[src/sv/assert_macros.svh]
// Assertion macros for the flow sequence stamp table
`ifndef ASSERT_MACROS_SVH
`define ASSERT_MACROS_SVH
`ifndef SYNTHESIS
`define FSST_ASSERT_IMP(label, clk, rst, a, c) \
   label: assert property (@(posedge clk) disable iff (rst) (a) |-> (c)) \
      else $error("assertion failed");
`define FSST_ASSERT_NXT(label, clk, rst, a, c) \
   label: assert property (@(posedge clk) disable iff (rst) (a) |=> (c)) \
      else $error("assertion failed");
`else
`define FSST_ASSERT_IMP(label, clk, rst, a, c)
`define FSST_ASSERT_NXT(label, clk, rst, a, c)
`endif
`endif

[src/sv/fsst_pkg.sv]
package fsst_pkg;

   localparam int TABLE_DEPTH_DEF = 256;
   localparam int HEADER_BYTES    = 8;
   localparam logic [19:0] USEC_PER_SEC = 20'd1000000;

   localparam logic [1:0] ACT_PEEK       = 2'd0;
   localparam logic [1:0] ACT_COMMIT     = 2'd1;
   localparam logic [1:0] ACT_UNPARSABLE = 2'd2;
   localparam logic [1:0] ACT_RESERVED   = 2'd3;

   localparam logic [2:0] VERDICT_RAW       = 3'd0;
   localparam logic [2:0] VERDICT_DROP      = 3'd1;
   localparam logic [2:0] VERDICT_STAMP     = 3'd2;
   localparam logic [2:0] VERDICT_COMMITTED = 3'd3;
   localparam logic [2:0] VERDICT_IGNORED   = 3'd4;

   localparam logic [1:0] REG_ENABLE = 2'd0;
   localparam logic [1:0] REG_LIMIT  = 2'd1;
   localparam logic [1:0] REG_IDLE   = 2'd2;
   localparam logic [1:0] REG_MARKS  = 2'd3;

   typedef struct packed {
      logic [1:0]  action;
      logic [63:0] src_addr_hi;
      logic [63:0] src_addr_lo;
      logic [63:0] dst_addr_hi;
      logic [63:0] dst_addr_lo;
      logic [31:0] port_pair;
      logic [8:0]  family_and_protocol;
      logic        rule_eligible;
      logic [15:0] packet_length;
      logic [15:0] max_payload;
      logic [63:0] now_us;
      logic [7:0]  slot;
   } req_type;

   typedef struct packed {
      logic [2:0]  verdict;
      logic        reset_flag;
      logic [47:0] sequence_res;
      logic [7:0]  flow_slot;
   } rsp_type;

   typedef struct packed {
      logic [63:0] src_hi;
      logic [63:0] src_lo;
      logic [63:0] dst_hi;
      logic [63:0] dst_lo;
      logic [31:0] ports;
      logic [8:0]  proto;
   } key_type;

   typedef struct packed {
      key_type     key;
      logic [47:0] seq;
      logic [63:0] last_active;
      logic [31:0] marks_left;
      logic        eligible;
   } entry_type;

   typedef struct packed {
      logic        reorder_enabled;
      logic [8:0]  flow_limit;
      logic [31:0] idle_timeout_sec;
      logic [31:0] reset_marks;
   } cfg_type;

   typedef struct packed {
      logic load;
      logic scan_rd;
      logic decide;
      logic commit_rd;
      logic commit_wb;
      logic raw;
   } cmd_type;

   typedef struct packed {
      logic commit;
      logic raw;
   } sts_type;

endpackage

[src/sv/fsst_ctrl.sv]
module fsst_ctrl #(
   parameter int TABLE_DEPTH = fsst_pkg::TABLE_DEPTH_DEF
) (
   input  logic                           clock,
   input  logic                           reset,
   input  logic                           start,
   output logic                           busy,
   input  fsst_pkg::sts_type              sts,
   output fsst_pkg::cmd_type              cmd,
   output logic [$clog2(TABLE_DEPTH)-1:0] scan_addr
);
   import fsst_pkg::*;

   localparam int AW = $clog2(TABLE_DEPTH);

   localparam logic [2:0] S_IDLE   = 3'd0;
   localparam logic [2:0] S_RAW    = 3'd1;
   localparam logic [2:0] S_SCAN   = 3'd2;
   localparam logic [2:0] S_DRAIN  = 3'd3;
   localparam logic [2:0] S_DECIDE = 3'd4;
   localparam logic [2:0] S_CRD    = 3'd5;
   localparam logic [2:0] S_CWB    = 3'd6;

   logic [2:0]    state_ff, state_in;
   logic [AW-1:0] cnt_ff, cnt_in;

   always_comb begin
      state_in = state_ff;
      cnt_in   = cnt_ff;
      cmd      = '0;
      unique case (state_ff)
         S_IDLE: begin
            cmd.load = start;
            cnt_in   = '0;
            if (start) begin
               if (sts.commit) state_in = S_CRD;
               else if (sts.raw) state_in = S_RAW;
               else state_in = S_SCAN;
            end
         end
         S_RAW: begin
            cmd.raw  = 1'b1;
            state_in = S_IDLE;
         end
         S_SCAN: begin
            cmd.scan_rd = 1'b1;
            if (cnt_ff == AW'(TABLE_DEPTH - 1)) state_in = S_DRAIN;
            else cnt_in = cnt_ff + 1'b1;
         end
         S_DRAIN: state_in = S_DECIDE;
         S_DECIDE: begin
            cmd.decide = 1'b1;
            state_in   = S_IDLE;
         end
         S_CRD: begin
            cmd.commit_rd = 1'b1;
            state_in      = S_CWB;
         end
         S_CWB: begin
            cmd.commit_wb = 1'b1;
            state_in      = S_IDLE;
         end
         default: state_in = S_IDLE;
      endcase
   end

   always_ff @(posedge clock) begin
      if (reset) begin
         state_ff <= S_IDLE;
         cnt_ff   <= '0;
      end else begin
         state_ff <= state_in;
         cnt_ff   <= cnt_in;
      end
   end

   assign busy      = (state_ff != S_IDLE);
   assign scan_addr = cnt_ff;
endmodule

[config.mk]
export PLATFORM = sky130hd
export DESIGN_NAME = fsst_ctrl
export DESIGN_NICKNAME = d
export VERILOG_FILES = /design/src/sv/assert_macros.svh /design/src/sv/fsst_pkg.sv /design/src/sv/fsst_ctrl.sv
export SDC_FILE = /design/constraint.sdc
export NUM_CORES = 1
export LEC_CHECK = 0
export ABC_AREA = 1
export BUFFER_PORTS_ARGS = -buffer_cell sky130_fd_sc_hd__buf_2
export CAP_MARGIN = 20
export CORE_MARGIN = 2
export CORE_UTILIZATION = 36
export CTS_CLUSTER_SIZE = 24
export DETAILED_ROUTE_END_ITERATION = 16
export PLACE_DENSITY = 0.56
export SLEW_MARGIN = 30
export SYNTH_ARGS = -nofsm -noshare
export SYNTH_HDL_FRONTEND = slang
export SYNTH_SLANG_ARGS = --single-unit
export TNS_END_PERCENT = 1
[constraint.sdc]
create_clock -name clock -period 2.8 [get_ports clock]
set_input_delay 0.14 -clock clock [delete_from_list [all_inputs] [get_ports clock]]
set_output_delay 0.14 -clock clock [all_outputs]
set_load 0.1 [all_outputs]
-- Word level (Yosys, flattened, before mapping)
Index checks and enable logic that the tools add are counted.
- register bits: 11
- bits of input ports: 5
- output and inout bits: 15
- word-level logic and storage cells: 31
- add/subtract/negate cells: 1
- eq/ne operators: 10
- mux-type cells: 13
- reductions and logical operators: 5
- operators with widths (kind ; count):
    $pmux 8 s2 ; 1
    $pmux 3 s4 ; 1
    $eq 3x3->1 const B ; 3
    $mux 3 ; 3
    $add 8x1->8 const B ; 1
    $eq 8x8->1 const B ; 1
    $mux 8 ; 1
    $eq 3x2->1 const B ; 2
    $mux 1 ; 6
    $ne 2x2->1 const B ; 3
    $reduce_and 2->1 ; 2
    $eq 3x1->1 const B ; 1
    $logic_not 3->1 ; 1
    $reduce_bool 3->1 ; 1
    $mux 2 ; 1
    $reduce_bool 2->1 ; 1

-- Longest topological paths before layout
Gate-level depths: netlist (run 1).
- depth in word-level cells: 4
- mapped depth: 8
- gate-level depth less buffers: 8

-- Worst setup path after synthesis (run 1)
OpenSTA, ideal clock, no wires.
- kind: register to output
- start point: reg state_ff[2]
- end point: out cmd[1] in the netlist's numbering
- arrival time: 2.538 ns
- required time: 2.660 ns
- path slack: 0.122 ns
- stages on the path, launching flop included: 3
- buffers on the path: 0
- cell sequence: dfxtp_1 > inv_1 > nor3_1
- RTL lines (what ; RTL line ; RTL):
    start, declared ; fsst_ctrl.sv:24 ; logic [2:0] state_ff, state_in;
    start signal, assigned ; fsst_ctrl.sv:72 ; state_ff <= state_in;
    end, declared ; fsst_ctrl.sv:9 ; output fsst_pkg::cmd_type cmd,

==> flow_summary.yaml, run 1 <==
run_status:
  status: "complete, no violations"
timing:
  tns_ps: 0
  worst_clock_skew_ps: 2.25
  slew_violations: 0
  relSlewSlack_pct: 67.7
  worstMarginPinSlew_ps: 488
  finalHoldViolCount: 0
  setup_viol: 0
  fmax_mhz: 541
  period_needed_ps: 1850
  fin_crit_sh_pct: 66.0
  grt_setup_unrepaired: "no"
min_path:
  hold_path.class: "input port to register"
power_and_ir_drop:
  powerDensity_nw_per_um2: 1250
  irDropWorstVdd_mv: 0.762
  leakagePower_nw: 0.390
die:
  rows: 15
  start_util_pct: 38.7
  io_pins: 20
  die_x_um: 47.3
  die_area_sq_um: 2240
  core_area_sq_um: 1750
  die_h_um: 47.3
synthesis:
  yosys.area_share.simple_pct: 45.6
  syn_nets: 107
  syn_area_per_cell_sq_um: 6.69
  synth_top_family_by_area: "simple AND/OR/NAND/NOR gates"
  synth.cell_area_sq_um: 676
  synthCells: 101
  synthAdderAreaFrac_pct: 1.85
  synth_cell_types: 21
  yosysTopAreaCell: "dfxtp_1"
  synth_xor_area_share_pct: 0
  ys_seq_area_share_pct: 32.6
  muxShareOfSynthArea_pct: 0
  synthTopCellsByArea: "dfxtp_1 (33%), nand2_1 (14%), nand3_1 (11%), inv_1 (6.1%), nor2_1 (5.0%)"
  synth-compound-area-share_pct: 10.7
  yosys_warnings: 0
  ys_ff_latch: 11
  synth_top_area_share_pct: 32.6
grt:
  grt_overflow: 0
  grt_max_degree: 12
  grt_pass1_wl_um: 2540
  grt_pass1_vias: 609
  antenna_found_initial: 0
  grt_usage_pct: 16.4
drt:
  wl_um: 1470
  drt_iter0_markers: 18
  drt_pass1_iterations: 4
  via_per_inst: 4.73
  wire_per_inst_um: 9.92
  ant_nets: 0
  drc: 0
  vias: 700
cts:
  clockRootBuffer: "clkbuf_4"
  cts.htree.levels: 1
  clkSlewWorstSetupHoldPaths_ps: 70
  hold_buffers: 0
  cts_sinks: 11
  cts_max_path_buffers: 2
  post_cts_buffers: 0
  clock_latency_ps: 260
  cts_resized: 0
  cts_buffers: 3
  tritoncts: "done"
cells_and_area:
  syn_to_final_growth_pct: 20.6
  drive_gt1_share_pct: 28.5
  num-nets-final: 130
  final_cell_mix: "nand2_1 (25), buf_2 (19), nand3_1 (15)"
  final_common_cell: "nand2_1"
  diodes: 0
  post-route-cell-area_sq_um: 815
  fin_cells: 148
setup_path:
  slowest_delay_ps: 440
  critPathMostFrequentCell: "nor2_1"
  end_kind: "primary output"
  cp.arrival_ps: 1710
  start_kind: "register"
  cp_cell_sequence: "nor2_1 > nand2_1 > nor2_1 > buf_2"
  cp.required_ps: 2660
  path_class: "register to primary output"
  slowest_stage: "buf_2"
  path_max_fanout: 11
placed_design:
  dp.cells: 144
  port_buffers: 19
  place.gp.congestion: 0.801
  hpwl_um: 1160
  dpl_cell_area_sq_um: 788
run:
  maxCapViolCount: 0
[area by class of cell]
type | count | area [sq um]
tap | 25 | 31.3
clock buffer | 4 | 26.3
multi-input combinational | 76 | 393
sequential | 11 | 220
fill | 189 | 931
timing repair buffer | 19 | 95.1
inverter | 13 | 48.8
[path summary, 6_finish.rpt]
kind / start / endpoint / slack [ps] / cells after the start
max reg2reg: scan_addr[0] / state_ff[1] / 1260 / 8
min reg2reg: scan_addr[4] / scan_addr[4] / 520 / 2
min: reset / scan_addr[3] / 130 / 2
max: state_ff[0] / cmd[5] / 950 / 4
[worst max-delay path, delay by kind of cell (launching register included)]
kind	cells	cell delay (ps)
buffers and inverters	1	440
flip-flops	1	370
AND/OR/NAND/NOR	3	630
[cells in the mapped netlist]
library cell  instances
nand2_1              25
o211ai_1              1
nand3b_1              1
dfxtp_1              11
nor2_2                2
nand2_2               2
nor3_4                1
nand3_1              15
o21bai_1              1
o21ai_0               2
nor2_1                9
clkbuf_8              1
ha_1                  1
or2_2                 2
nand4_1               1
inv_1                11
inv_2                 2
nor3_1                3
a21oi_1               6
a21oi_2               2
nand2_4               2
[stage by stage]
stage,worst slack [ps],utilization [%],power (mW),hold slack [ps]
after CTS,950,46.7,1.02,114
after global placement,1290,45.2,0.913,400
after detailed placement,1250,45.2,0.917,401
after floorplan,122,-,0.841,202
after global routing,840,46.7,1.08,138
final,953,46.7,1.02,126
[power breakdown]
group / switching, mW / total [mW] / internal, mW
Clock: 0.0492 / 0.104 / 0.0551
Combinational: 0.567 / 0.679 / 0.112
Sequential: 0.0428 / 0.233 / 0.191
[flip-flops by register name, indices dropped and copies added (netlist names)]
register	cells
scan_addr	8
state_ff	3
[per-layer routing]
metal	track usage (%)	wire length, um
met5	0	0
met4	7.78	12
met3	5.77	62
met2	22.2	649
met1	22.9	742
[kinds of logic (layout without fill, tap and decap cells)]
| group | Yosys count | after routing |
|---|---|---|
| simple gates | 63 | 63 |
| buf+inv | 14 | 36 |
| compound gates | 12 | 12 |
| flops | 11 | 11 |
| fa+ha+maj | 1 | 1 |
(Power assumes the default switching activity.)
==> run 2, diff against run 1 <==
==> constraint.sdc (replaced) <==
create_clock -name clock -period 1.79 [get_ports clock]
set_input_delay 0.0895 -clock clock [delete_from_list [all_inputs] [get_ports clock]]
set_output_delay 0.0895 -clock clock [all_outputs]
set_load 0.1 [all_outputs]
==> run 2 against run 1 <==
  * Wire length grew 5.9%
  * Setup slack lost 830 ps
  * Utilization is 1.4 points higher
  * Clock-buffer cell count is the same
  * Design area is 3.1% higher
  * First-iteration DRC count shrank 61%
  * Die area did not move
  * Non-clock buffer count rose by 2
  * Critical path type unchanged
  * Largest cell class unchanged
==> flow_summary.yaml, run 2 (synthesized netlist as in run 1, its figures left out) <==
run_status:
  status: "complete, no violations"
cts:
  cts_max_path_buffers: 2
  clkSlewWorstSetupHoldPaths_ps: 70
  cts_sinks: 11
  clock_latency_ps: 270
  cts.htree.levels: 1
  cts_buffers: 3
  clockRootBuffer: "clkbuf_4"
  tritoncts: "done"
grt:
  grt_pass1_wl_um: 2460
  grt_pass1_vias: 563
  grt_usage_pct: 16.3
  grt_overflow: 0
  antenna_found_initial: 0
  grt_max_degree: 10
die:
  die_area_sq_um: 2240
  die_x_um: 47.3
  core_area_sq_um: 1750
  io_pins: 20
  rows: 15
  die_h_um: 47.3
  start_util_pct: 38.7
timing:
  finalHoldViolCount: 0
  worst_clock_skew_ps: 1.80
  setup_viol: 0
  worstMarginPinSlew_ps: 486
  fmax_mhz: 601
  relSlewSlack_pct: 67.8
  period_needed_ps: 1660
  grt_setup_unrepaired: "no"
  tns_ps: 0
  fin_crit_sh_pct: 92.9
  slew_violations: 0
setup_path:
  path_max_fanout: 9
  end_kind: "primary output"
  start_kind: "register"
  path_class: "register to primary output"
  critPathMostFrequentCell: "nor2_1"
  cp_cell_sequence: "nor2_1 > nand2_1 > nor2_1 > clkbuf_4"
  slowest_stage: "dfxtp_1"
  worst-path-buf-inv: 1
  cp.required_ps: 1700
  ff2ff_setup_slack_ps: 310
  cp.arrival_ps: 1570
  cp_top_family: "simple AND/OR/NAND/NOR gates"
  slowest_delay_ps: 390
drt:
  vias: 690
  drt_iter0_markers: 7
  drt_pass1_iterations: 4
  via_per_inst: 4.60
  ant_nets: 0
  wl_um: 1560
  drc: 0
  wire_per_inst_um: 10.4
placed_design:
  place.gp.congestion: 0.814
  hpwl_um: 1160
  dp.cells: 146
  dpl_cell_area_sq_um: 808
  port_buffers: 19
power_and_ir_drop:
  power_mw: 1.65
  leakagePower_nw: 0.401
  irDropWorstVdd_mv: 1.11
  p_int_mw: 0.601
  powerDensity_nw_per_um2: 1970
  seqPwrFrac_pct: 22.4
  p_sw_mw: 1.05
  netSwitchingFraction_pct: 63.7
  clkPwrFrac_pct: 10.4
  combPwrFrac_pct: 67.2
cells_and_area:
  final_common_cell: "nand2_1"
  fin_cells: 150
  syn_to_final_growth_pct: 24.3
  fillers: 191
  drive_gt1_share_pct: 30.4
  utilization_pct: 48.1
  num-nets-final: 132
  largest_register_ffs: 8
  final_cell_mix: "nand2_1 (25), buf_2 (17), nand3_1 (15)"
  diodes: 0
  post-route-cell-area_sq_um: 840
run:
  maxCapViolCount: 0
min_path:
  hold_path.class: "input port to register"
==> run 2: final cells by class <==
type,instances,area [sq um],area share (%)
sequential,11,220,26.2
timing repair buffer,21,115,13.7
inverter,13,48.8,5.81
tap,25,31.3,3.73
clock buffer,4,26.3,3.13
multi-input combinational,76,398,47.4
==> run 2: power by group through the flow <==
stage	logic, mW	clock network [mW]	registers (mW)
finish	1.11	0.172	0.370
global route	1.18	0.195	0.381
CTS	1.11	0.179	0.369
detailed placement	1.10	0	0.374
global placement	1.10	0	0.374
floorplan	0.744	0	0.576
==> run 2: what timing repair did <==
| action | CTS | global route |
|---|---|---|
| setup endpoints to repair | 0 | 2 |
| hold buffers | 0 | 0 |
| buffers inserted | 0 | 0 |
| gates resized for setup | 0 | 2 |
==> run 2: metrics by stage <==
stage               hold WS (ps)  setup WS (ps)
finish                      73.1            127
global placement             362            353
detailed placement           360            332
CTS                         67.1           32.8
global route                57.5           12.6
floorplan                    152           -811
==> run 2: final timing paths <==
path           startpoint      endpoint  cells after the start
min reg2reg  scan_addr[4]  scan_addr[4]                      2
min                 reset  scan_addr[3]                      2
max reg2reg  scan_addr[0]   state_ff[1]                      8
max           state_ff[0]        cmd[5]                      4
==> run 2: per-layer routing <==
| metal | GRT usage (%) | routed length, um |
|---|---|---|
| met5 | 0 | 0 |
| met4 | 6.67 | 25 |
| met3 | 6.92 | 60 |
| met2 | 22.2 | 613 |
| met1 | 22.5 | 855 |
==> run 3, diff against run 2 <==
--- a/config.mk
+++ b/config.mk
@@ -6,13 +6,15 @@
 export NUM_CORES = 1
 export LEC_CHECK = 0
 export ABC_AREA = 1
-export BUFFER_PORTS_ARGS = -buffer_cell sky130_fd_sc_hd__buf_2
+export ABC_CLOCK_PERIOD_IN_PS = 1790
 export CAP_MARGIN = 20
 export CORE_MARGIN = 2
 export CORE_UTILIZATION = 36
 export CTS_CLUSTER_SIZE = 24
 export DETAILED_ROUTE_END_ITERATION = 16
-export PLACE_DENSITY = 0.56
+export DONT_BUFFER_PORTS = 1
+export GPL_ROUTABILITY_DRIVEN = 1
+export PLACE_DENSITY = 0.47
 export SLEW_MARGIN = 30
 export SYNTH_ARGS = -nofsm -noshare
 export SYNTH_HDL_FRONTEND = slang
==> run 3 against run 2 <==
  * Utilization up 3.5 points
  * Critical path type unchanged
  * Critical endpoint is now cmd[4]
  * Sequential share of layout area decreased by 1.8 points
  * Combinational power grew 8%
  * Clock skew is 1.9 ps higher
==> flow_summary.yaml, run 3 (synthesized netlist as in run 1, its figures left out) <==
cells_and_area:
  syn_to_final_growth_pct: 33.3
  diodes: 0
  largest_register_ffs: 8
  utilization_pct: 51.6
  fin_cells: 146
  post-route-cell-area_sq_um: 901
  final_cell_mix: "nand2_1 (25), nand3_1 (15), buf_4 (14)"
  num-nets-final: 128
  fillers: 180
  drive_gt1_share_pct: 29.8
  final_common_cell: "nand2_1"
die:
  die_h_um: 47.3
  core_area_sq_um: 1750
  die_area_sq_um: 2240
  start_util_pct: 38.7
  io_pins: 20
  die_x_um: 47.3
  rows: 15
setup_path:
  end_kind: "primary output"
  slowest_delay_ps: 430
  cp_cell_sequence: "inv_2 > nor3_4 > buf_4"
  worst-path-buf-inv: 2
  slowest_stage: "dfxtp_1"
  cp.required_ps: 1700
  path_class: "register to primary output"
  path_max_fanout: 9
  ff2ff_setup_slack_ps: 300
  start_kind: "register"
  cp_top_family: "buffers and inverters"
  cp.arrival_ps: 1580
timing:
  setup_slack_ps: 117
  setup_viol: 0
  hold_ws_ps: 36.5
  grt_setup_unrepaired: "no"
  relSlewSlack_pct: 69.4
  period_needed_ps: 1670
  tns_ps: 0
  worst_clock_skew_ps: 3.72
  finalHoldViolCount: 0
  fmax_mhz: 598
  fin_crit_sh_pct: 93.5
  slew_violations: 0
  worstMarginPinSlew_ps: 457
power_and_ir_drop:
  powerDensity_nw_per_um2: 1930
  irDropWorstVdd_mv: 0.959
  leakagePower_nw: 0.399
  power_mw: 1.73
cts:
  tritoncts: "done"
  clockRootBuffer: "clkbuf_4"
  clkSlewWorstSetupHoldPaths_ps: 70
  hold_buffers: 1
  post_cts_buffers: 0
  cts.htree.levels: 1
  cts_max_path_buffers: 2
  cts_sinks: 11
  clock_latency_ps: 270
  cts_buffers: 3
  cts_resized: 0
placed_design:
  port_buffers: 0
  hpwl_um: 1280
  place.gp.congestion: 0.801
  dp_slack_ps: 316
  dp.cells: 141
  dpl_cell_area_sq_um: 865
drt:
  drc: 0
  vias: 703
  ant_nets: 0
  wl_um: 1610
  drt_pass1_iterations: 4
  via_per_inst: 4.82
  drt_iter0_markers: 12
  wire_per_inst_um: 11.0
grt:
  grt_pass1_vias: 578
  grt_pass1_wl_um: 2570
  grt_overflow: 0
  antenna_found_initial: 0
  grt_usage_pct: 17.2
  grt_max_degree: 10
run_status:
  status: "complete, no violations"
min_path:
  hold_path.class: "input port to register"
run:
  maxCapViolCount: 0
## run 3: changes by cell type in the layout (fill, tap and decap cells not counted)
cell / change
nor3_4: +1
dlygate4sd3_1: +1
buf_12: +1
nor2_2: +2
buf_2: -17
clkbuf_16: +1
buf_4: +12
clkbuf_4: -2
nor2_1: -2
nor3_1: -1
## run 3: area by class of cell
type | count | area, sq um | area share [%]
well taps | 25 | 31.3 | 3.47
flip-flops and latches | 11 | 220 | 24.4
clock buffers | 4 | 26.3 | 2.92
repair buffers | 17 | 160 | 17.8
multi-input cells | 76 | 414 | 46.0
inverters | 13 | 48.8 | 5.42
## run 3: final timing paths
check                    start           end  depth (start not counted)
hold / removal           reset  scan_addr[7]                          3
setup / recovery   state_ff[1]        cmd[4]                          3
hold reg to reg   scan_addr[0]  scan_addr[0]                          1
setup reg to reg  scan_addr[0]   state_ff[1]                          8
## run 3: per-layer routing
layer / track usage [%] / vias to the layer above / wire length [um]
met3: 8.46 / 2 / 94
li1: - / 367 / -
met2: 27.0 / 21 / 779
met5: 0 / - / 0
met1: 20.8 / 313 / 728
met4: 5.00 / 0 / 10
## run 3: tightest hold or removal path, delay by kind of cell
family / cells / cell delay [ps]
compound gates: 1 / 30
simple gates: 1 / 80
buf+inv: 1 / 70
## run 3: report_power, final
group | leakage [nW] | total [mW] | internal [mW] | switching (mW)
clock network | 0.0150 | 0.170 | 0.0864 | 0.0837
registers | 0.0897 | 0.365 | 0.298 | 0.0673
logic | 0.294 | 1.20 | 0.280 | 0.920
